$ cat config.mk
export PLATFORM = sky130hd
export DESIGN_NAME = base64url_stream_encoder_top
export DESIGN_NICKNAME = d
export VERILOG_FILES = /design/src/sv/b64u_pkg.sv /design/src/sv/base64url_stream_encoder_top.sv /design/src/sv/b64u_front.sv /design/src/sv/b64u_queue.sv /design/src/sv/b64u_back.sv
export SDC_FILE = /design/constraint.sdc
export NUM_CORES = 1
export LEC_CHECK = 0
export BUFFER_PORTS_ARGS = -buffer_cell sky130_fd_sc_hd__buf_2
export CAP_MARGIN = 25
export CORE_MARGIN = 2
export CORE_UTILIZATION = 62
export DETAILED_ROUTE_END_ITERATION = 12
export PLACE_DENSITY = 0.8
export SETUP_SLACK_MARGIN = 0.02
export SLEW_MARGIN = 30
export SYNTH_ARGS = -nofsm -noshare
export SYNTH_HDL_FRONTEND = slang
export SYNTH_SLANG_ARGS = --single-unit
$ cat constraint.sdc
create_clock -name clk -period 3.3 [get_ports clk]
set_clock_uncertainty 0.2 [all_clocks]
set_input_delay 0.495 -clock clk [delete_from_list [all_inputs] [get_ports clk]]
set_output_delay 0.495 -clock clk [all_outputs]
set_load 0.01 [all_outputs]
$ cat src/sv/b64u_pkg.sv
package b64u_pkg;

  localparam logic [7:0] PAD_CHAR = 8'h3D;

  localparam logic [1:0] PH_ZERO = 2'd0;
  localparam logic [1:0] PH_ONE  = 2'd1;
  localparam logic [1:0] PH_TWO  = 2'd2;

  // up to four characters produced by one input byte
  typedef struct packed {
    logic [3:0][7:0] chars;
    logic [1:0]      cnt_m1;
    logic            last;
  } grp_t;

  // url-safe alphabet lookup
  function automatic logic [7:0] sym(input logic [5:0] v);
    logic [7:0] r;
    priority if (v < 6'd26) begin
      r = 8'h41 + {2'b00, v};
    end else if (v < 6'd52) begin
      r = 8'h61 + {2'b00, v} - 8'd26;
    end else if (v < 6'd62) begin
      r = 8'h30 + {2'b00, v} - 8'd52;
    end else if (v == 6'd62) begin
      r = 8'h2D;
    end else begin
      r = 8'h5F;
    end
    return r;
  endfunction

endpackage

$ cat src/sv/base64url_stream_encoder_top.sv
// path: a byte's first character passes the queue entry, the current-group register and the output register
// throughput: one character per cycle while char_ready is high and groups are queued, set by the output
//   serialiser; a byte yields one or two characters mid-group and up to four on a final byte
// a two-entry group queue sits between byte intake and the serialiser
// reset: synchronous, clears group position, leftover bits, queue and output valid
module base64url_stream_encoder_top import b64u_pkg::*; (
  input  logic       clk,
  input  logic       rst,
  input  logic       byte_valid,
  output logic       byte_ready,
  input  logic [7:0] data_byte,
  input  logic       is_last,
  output logic       char_valid,
  input  logic       char_ready,
  output logic [7:0] out_char,
  output logic       out_last
);

  logic push_valid;
  logic push_ready;
  grp_t push_grp;
  logic pop_valid;
  logic pop_ready;
  grp_t pop_grp;

  b64u_front u_front (
    .clk        (clk),
    .rst        (rst),
    .byte_valid (byte_valid),
    .byte_ready (byte_ready),
    .data_byte  (data_byte),
    .is_last    (is_last),
    .push_valid (push_valid),
    .push_ready (push_ready),
    .push_grp   (push_grp)
  );

  b64u_queue u_queue (
    .clk        (clk),
    .rst        (rst),
    .push_valid (push_valid),
    .push_ready (push_ready),
    .push_grp   (push_grp),
    .pop_valid  (pop_valid),
    .pop_ready  (pop_ready),
    .pop_grp    (pop_grp)
  );

  b64u_back u_back (
    .clk        (clk),
    .rst        (rst),
    .pop_valid  (pop_valid),
    .pop_ready  (pop_ready),
    .pop_grp    (pop_grp),
    .char_valid (char_valid),
    .char_ready (char_ready),
    .out_char   (out_char),
    .out_last   (out_last)
  );

endmodule

$ cat src/sv/b64u_front.sv
module b64u_front import b64u_pkg::*; (
  input  logic       clk,
  input  logic       rst,
  input  logic       byte_valid,
  output logic       byte_ready,
  input  logic [7:0] data_byte,
  input  logic       is_last,
  output logic       push_valid,
  input  logic       push_ready,
  output grp_t       push_grp
);

  logic [1:0] phase;
  logic [1:0] phase_next;
  logic [3:0] carry;
  logic [3:0] carry_next;
  logic       take;

  assign push_valid = byte_valid;
  assign byte_ready = push_ready;
  assign take       = byte_valid && push_ready;

  always_comb begin
    push_grp       = '0;
    push_grp.last  = is_last;
    phase_next     = phase;
    carry_next     = carry;
    unique case (phase)
      PH_ONE: begin
        push_grp.chars[0] = sym({carry[1:0], data_byte[7:4]});
        if (is_last) begin
          push_grp.chars[1] = sym({data_byte[3:0], 2'b00});
          push_grp.chars[2] = PAD_CHAR;
          push_grp.cnt_m1   = 2'd2;
          phase_next        = PH_ZERO;
          carry_next        = '0;
        end else begin
          push_grp.cnt_m1 = 2'd0;
          phase_next      = PH_TWO;
          carry_next      = data_byte[3:0];
        end
      end
      PH_TWO: begin
        push_grp.chars[0] = sym({carry, data_byte[7:6]});
        push_grp.chars[1] = sym(data_byte[5:0]);
        push_grp.cnt_m1   = 2'd1;
        phase_next        = PH_ZERO;
        carry_next        = '0;
      end
      default: begin
        // unused phase code behaves as the start of a group
        push_grp.chars[0] = sym(data_byte[7:2]);
        if (is_last) begin
          push_grp.chars[1] = sym({data_byte[1:0], 4'b0000});
          push_grp.chars[2] = PAD_CHAR;
          push_grp.chars[3] = PAD_CHAR;
          push_grp.cnt_m1   = 2'd3;
          phase_next        = PH_ZERO;
          carry_next        = '0;
        end else begin
          push_grp.cnt_m1 = 2'd0;
          phase_next      = PH_ONE;
          carry_next      = {2'b00, data_byte[1:0]};
        end
      end
    endcase
  end

  always_ff @(posedge clk) begin
    if (rst) begin
      phase <= PH_ZERO;
      carry <= '0;
    end else if (take) begin
      phase <= phase_next;
      carry <= carry_next;
    end
  end

endmodule

$ cat src/sv/b64u_queue.sv
module b64u_queue import b64u_pkg::*; (
  input  logic clk,
  input  logic rst,
  input  logic push_valid,
  output logic push_ready,
  input  grp_t push_grp,
  output logic pop_valid,
  input  logic pop_ready,
  output grp_t pop_grp
);

  grp_t       mem [2];
  logic       wr_ptr;
  logic       rd_ptr;
  logic [1:0] fill;
  logic       do_push;
  logic       do_pop;

  assign push_ready = (fill != 2'd2);
  assign pop_valid  = (fill != 2'd0);
  assign do_push    = push_valid && push_ready;
  assign do_pop     = pop_valid && pop_ready;
  assign pop_grp    = mem[rd_ptr];

  always_ff @(posedge clk) begin
    if (do_push) begin
      mem[wr_ptr] <= push_grp;
    end
  end

  always_ff @(posedge clk) begin
    if (rst) begin
      wr_ptr <= 1'b0;
      rd_ptr <= 1'b0;
      fill   <= 2'd0;
    end else begin
      if (do_push) begin
        wr_ptr <= ~wr_ptr;
      end
      if (do_pop) begin
        rd_ptr <= ~rd_ptr;
      end
      unique case ({do_push, do_pop})
        2'b10:   fill <= fill + 2'd1;
        2'b01:   fill <= fill - 2'd1;
        default: fill <= fill;
      endcase
    end
  end

endmodule

$ cat src/sv/b64u_back.sv
module b64u_back import b64u_pkg::*; (
  input  logic       clk,
  input  logic       rst,
  input  logic       pop_valid,
  output logic       pop_ready,
  input  grp_t       pop_grp,
  output logic       char_valid,
  input  logic       char_ready,
  output logic [7:0] out_char,
  output logic       out_last
);

  grp_t       cur;
  logic [1:0] idx;
  logic       busy;
  logic       slot_free;
  logic       emit;
  logic       end_of_grp;
  logic       load;

  assign slot_free  = !char_valid || char_ready;
  assign emit       = busy && slot_free;
  assign end_of_grp = (idx == cur.cnt_m1);
  // take the next group when idle or as the current one hands out its final character
  assign pop_ready  = !busy || (emit && end_of_grp);
  assign load       = pop_valid && pop_ready;

  always_ff @(posedge clk) begin
    if (rst) begin
      busy       <= 1'b0;
      idx        <= '0;
      char_valid <= 1'b0;
    end else begin
      if (slot_free) begin
        char_valid <= busy;
      end
      if (emit) begin
        idx <= idx + 2'd1;
      end
      if (load) begin
        busy <= 1'b1;
        idx  <= '0;
      end else if (emit && end_of_grp) begin
        busy <= 1'b0;
      end
    end
  end

  always_ff @(posedge clk) begin
    if (load) begin
      cur <= pop_grp;
    end
    if (emit) begin
      out_char <= cur.chars[idx];
      out_last <= cur.last && end_of_grp;
    end
  end

endmodule

# --- Word level (Yosys, flattened, before mapping) ---
# Memory sizes are Yosys's and may differ from the RTL's. A register that Yosys moved wholly into a read port is not among the register bits.
# Index checks and enable logic that the tools add are counted.
classes:
  addsub: 33
  order_cmp: 19
  n_eq_ne: 10
  mux: 42
  bitwise: 2
  n_reduce_logical: 14
ops:
  columns: ["cell", "count"]
  rows:
  - ["$mux W8", 19]
  - ["$add A7 B6 Y8 const A", 12]
  - ["$lt A6 B6 Y1 const B", 12]
  - ["$sub A8 B5 Y8 const B", 6]
  - ["$sub A8 B6 Y8 const B", 6]
  - ["$add A6 B6 Y7 const A", 6]
  - ["$lt A6 B5 Y1 const B", 6]
  - ["$pmux W18 S2", 1]
  - ["$mux W7", 4]
  - ["$eq A6 B6 Y1 const B", 4]
  - ["$mux W22", 1]
  - ["$bmux W8 S2", 1]
  - ["$pmux W8 S2", 1]
  - ["$mux W14", 1]
  - ["$mux W2", 4]
  - ["$pmux W2 S2", 2]
  - ["$pmux W4 S2", 1]
  - ["$mux W6", 1]
  - ["$reduce_bool A2 Y1", 3]
  - ["$logic_and A1 B1 Y1", 5]
  - ["$mux W1", 5]
  - ["$add A2 B1 Y2 const B", 2]
  - ["$eq A2 B1 Y1 const B", 2]
  - ["$eq A2 B2 Y1 const B", 2]
  - ["9 further kinds", 13]
totals:
  regBits: 31
  mem_bits_rw: 66
  output_inout_bits: 11
  n_memories: 1
memory_table:
  columns: ["memory", "depth", "word_bits", "read_ports", "rd_clocked_by_memory_dff", "wr", "line", "source"]
  rows:
  - ["u_queue.mem", 2, 33, 1, 1, 1, "b64u_queue.sv:12", "grp_t mem [2];"]

# --- Logic depth before layout (Yosys ltp) ---
depth:
  ltp_word: 8
  ltp_mapped: 10

# --- Hierarchy ---
# From an unflattened synthesis, not the netlist that was laid out.
hier_totals:
  hier_cells: 598
  area_unflattened_um2: 7025.5
modules_own_cells:
  columns: ["mod", "n_inst", "cells_per_inst", "area_per_inst_um2", "seq_area_each_um2"]
  rows:
  - ["b64u_queue", 1, 133, 2738.9, 2202.1]
  - ["b64u_front", 1, 387, 2549.9, 120.1]
  - ["b64u_back", 1, 78, 1736.7, 1401.3]

# --- Worst setup path before layout ---
# Ideal clock, no wire load.
synth_timing:
  path_kind: "register to register"
  startpoint: "register u_back.idx[0]"
  endpoint: "register u_queue.fill[1]"
  setup_ps: 71
  t_arrival_ps: 2481
  t_required_ps: 3029
  slack_ps: 548
  stages_incl_launch_ff: 8
  path_buffers: 1
  synth_period_minus_slack_ps: 2752
  cell_sequence: "dfxtp_1 clkbuf_1 xnor2_1 nand3_1 a21oi_2 ha_1 or3_1 a21oi_1"
synth_via:
  elab_chain_cells: 6
synth_rtl:
  columns: ["item", "line", "source"]
  rows:
  - ["from (decl)", "b64u_back.sv:14", "logic [1:0] idx;"]
  - ["from (signal assigned)", "b64u_back.sv:38", "idx <= idx + 2'd1;"]
  - ["$eq A2 B2 Y1 (*)", "b64u_back.sv:23", "assign end_of_grp = (idx == cur.cnt_m1);"]
  - ["$logic_and A1 B1 Y1 (*)", "b64u_back.sv:25", "assign pop_ready = !busy || (emit && end_of_grp);"]
  - ["$logic_or A1 B1 Y1 (*)", "b64u_back.sv:25", null]
  - ["$logic_and A1 B1 Y1 (*)", null, null]
  - ["via u_back.load", "b64u_back.sv:19", "logic load;"]
  - ["$eq A2 B1 Y1 or $eq A2 B2 Y1 (tied branches)", "b64u_queue.sv:43", "unique case ({do_push, do_pop})"]
  - ["$pmux W2 S2 or $reduce_bool A2 Y1 (tied branches)", null, null]
  - ["to (signal assigned)", "b64u_queue.sv:44", "2'b10: fill <= fill + 2'd1;"]
  - ["to (signal assigned)", "b64u_queue.sv:45", "2'b01: fill <= fill - 2'd1;"]
  - ["to (signal assigned)", "b64u_queue.sv:46", "default: fill <= fill;"]
  - ["to (decl)", "b64u_queue.sv:15", "logic [1:0] fill;"]
# Mark *: on every way through the listed nets, which the timed path passes. The rest lies on a longest branch.
# A chain may end at the register's enable or synchronous reset.

==> impl_metrics.toml <==
[worst_setup_path]
crit_arrival_ns = 2.68
cp-end-kind = "flop"
critPathMaxFanout = 13
reg2reg_slack_ns = 0.62
worstRegToRegCells = 7
cp_slowest_cell = "a2111oi_1"
critPathLaunchType = "flop"
crit_required_ns = 3.31
path_cells = "buf_4 -> ha_1 -> a21o_1 -> a21o_2 -> mux2i_1 -> a2111oi_1 -> a221o_1"
critPathMaxStageDelay_ns = 0.58
path_class = "flop to flop"

[cts]
clockBufferDepth = 2
clock_latency_ns = 0.34
cts_hold_buffers = 0
clk_pin_slew_worst_paths_ns = 0.09
cts-root-buf = "clkbuf_8"
cts_setup_buffers = 0
htreeDepth = 3
cts_sinks = 83
post_cts_resized = 0
cts-buffers-inserted = 9
cts_tree = "built"

[global_route]
grt_pass1_vias = 4080
grt_max_degree = 24
gr-total-overflow = 0
grt_pass1_wl_um = 21460
grt_usage = 0.2840
antenna_found_initial = 0

[placed_design]
dp_hpwl_um = 9706
port_buffers = 23
gp_congestion = 0.9447

[routing]
ant_nets = 0
firstDrtPassIters = 5
totalWireLength_um = 13290
via_per_inst = 6.586
vias = 4472
drt_iter0_drc = 423
drc = 0
wl_per_cell_um = 19.57

[yosys]
synth_seq_area_share = 0.4335
syn_avg_cell_area_um2 = 9.760
ys.flop_type = "edfxtp_1"
ys_ff_latch = 83
syn_nets = 595
synth_edf_count = 69
ys_types = 64
syn_inst = 556
async_reset_ff_frac = 0
synth.cell_area_um2 = 5426
yosys_warnings = 0

[timing]
drv_slew = 0
setup_viol = 0
finalSetupTns_ns = 0
fin_crit_sh = 0.8106
hold-worst-slack_ns = 0.2717
relSlewSlack = 0.4052
hold_violations = 0
max_slew.worst_pin.slew_ns = 0.8922
grt_setup_unrepaired = "false"
timing.fmax_mhz = 373.8
fin_crit_ns = 2.675

[pwr]
leakage_uw = 0.002040
power_density_nw_per_um2 = 561.7
peakVddDrop_v = 0.0003101
total_power_uw = 3241

[floorplan]
die-area_um2 = 9517
die_h_um = 97.56
initial_core_util = 0.6315
die_x_um = 97.56
core_area_um2 = 8593
num_rows = 34
io_pins = 24

[min_path]
holdCritPathClass = "input pin to flop"
worst_hold_path.num_cells = 1

[layout]
insertedDiodeCount = 0
area_growth_pct = 6.341
nFillCells = 681
final_nets = 605
drive_gt1_frac = 0.1559

[outcome]
outcome = "finished, final reports clean"

[job]
drv_cap = 0
==> worst max-delay path: cells and delay by family, from the launching register on <==
family          cells  cell delay (ns)
compound gates      4             1.34
fa+ha+maj           1             0.34
flops               1             0.32
buf+inv             1             0.19
mux                 1             0.13
==> layer usage <==
metal,part of all wire,vias up,track usage
met4,0.029,0,0.1015
met5,0,-,0
met3,0.078,30,0.03309
met1,0.41,2114,0.3861
li1,-,2104,-
met2,0.48,224,0.4721
==> power breakdown <==
part / leakage [µW] / internal (µW) / switching (µW)
Clock: 0.0000886 / 284 / 364
Combinational: 0.00119 / 383 / 536
Sequential: 0.000766 / 1510 / 164
Total: 0.00204 / 2180 / 1060
==> through the flow <==
| stage | worst slack [ns] | std cells | utilization | cell area (µm²) |
|---|---|---|---|---|
| floorplan | 0.5481 | 556 | - | 5426 |
| global placement | 0.3683 | 663 | 0.6503 | 5588 |
| detailed placement | 0.3221 | 663 | 0.6503 | 5588 |
| CTS | 0.6676 | 679 | 0.6714 | 5769 |
| global route | 0.5102 | 679 | 0.6715 | 5771 |
| finish | 0.6249 | 679 | 0.6715 | 5771 |
==> registers in the layout, summed over array words and instances (netlist names) <==
| register | cells |
|---|---|
| u_queue.mem | 40 |
| u_front.phase | 2 |
| u_back.out_char | 8 |
| u_queue.wr_ptr | 1 |
| u_queue.fill | 2 |
| u_back.cur | 20 |
| u_front.carry | 4 |
| u_back.char_valid | 1 |
| u_back.idx | 2 |
| u_queue.rd_ptr | 1 |
| u_back.out_last | 1 |
| u_back.busy | 1 |
==> cell type report <==
class	count	area, µm²	share of cell area
Clock inverter	7	57.56	0.009974
Clock buffer	9	123.9	0.02147
Multi-Input combinational cell	408	2764	0.4790
Timing Repair Buffer	41	250.2	0.04337
Tap cell	108	135.1	0.02342
Sequential cell	83	2354	0.4078
Inverter	23	86.33	0.01496
==> kinds of logic after synthesis <==
family,synth area share
AOI/OAI and AO/OA,0.2080
xor gates and xnor gates,0.04196
adders and majority gates,0.05995
buffers and inverters,0.05718
DFF,0.4335
muxes,0.05073
and+or+nand+nor,0.1487
==> cell usage after synthesis, types with 3 or more instances <==
cell type | n | area [µm²]
mux2_2 | 20 | 225.2
nor2_1 | 31 | 116.4
and2_1 | 3 | 18.77
edfxtp_1 | 69 | 2072
nand3_1 | 21 | 105.1
a211oi_1 | 5 | 37.54
a21o_1 | 9 | 67.56
buf_4 | 4 | 30.03
a22oi_1 | 8 | 60.06
a21oi_1 | 26 | 130.1
xnor2_1 | 21 | 183.9
nor3_1 | 23 | 115.1
o2111ai_1 | 3 | 26.28
o21ai_0 | 33 | 165.2
a21oi_2 | 4 | 35.03
o21ai_1 | 6 | 30.03
inv_1 | 21 | 78.83
nand2b_1 | 14 | 87.58
o221ai_1 | 3 | 26.28
nor2b_1 | 8 | 50.05
a2111oi_0 | 3 | 26.28
xor2_1 | 5 | 43.79
nand2_1 | 43 | 161.4
buf_2 | 23 | 115.1
a31oi_1 | 13 | 81.33
clkbuf_1 | 12 | 45.04
ha_1 | 26 | 325.3
o311ai_1 | 4 | 35.03
buf_6 | 3 | 33.78
a211o_1 | 3 | 26.28
dfxtp_1 | 14 | 280.3
o21bai_1 | 5 | 37.54
nand4_1 | 9 | 56.30
o211ai_1 | 13 | 97.59
mux2i_1 | 5 | 50.05
and3_1 | 3 | 18.77
==> layout by cell type, fill, tap and decap left out, types with 9 or more instances in the layout <==
cell type	instances
nand4_1	9
inv_1	21
o21ai_0	33
xnor2_1	21
nor3_1	23
nand2b_1	14
edfxtp_1	69
nand3_1	21
clkbuf_8	9
buf_4	18
buf_2	23
mux2_2	20
dfxtp_1	13
nand2_1	43
a21oi_1	26
nor2_1	31
a31oi_1	13
ha_1	26
o211ai_1	13
a21o_1	9
==> final timing paths <==
| check | start | to |
|---|---|---|
| hold reg to reg | u_front.phase[1]$_SDFFE_PP0P_ | u_front.phase[1]$_SDFFE_PP0P_ |
| setup / recovery | u_front.carry[0]$_SDFFE_PP0P_ | u_queue.mem[0][5]$_DFFE_PP_ |
| hold / removal | is_last | u_queue.mem[1][0]$_DFFE_PP_ |
| setup reg to reg | u_front.carry[0]$_SDFFE_PP0P_ | u_queue.mem[0][5]$_DFFE_PP_ |
Power figures use the tool's default switching activity.
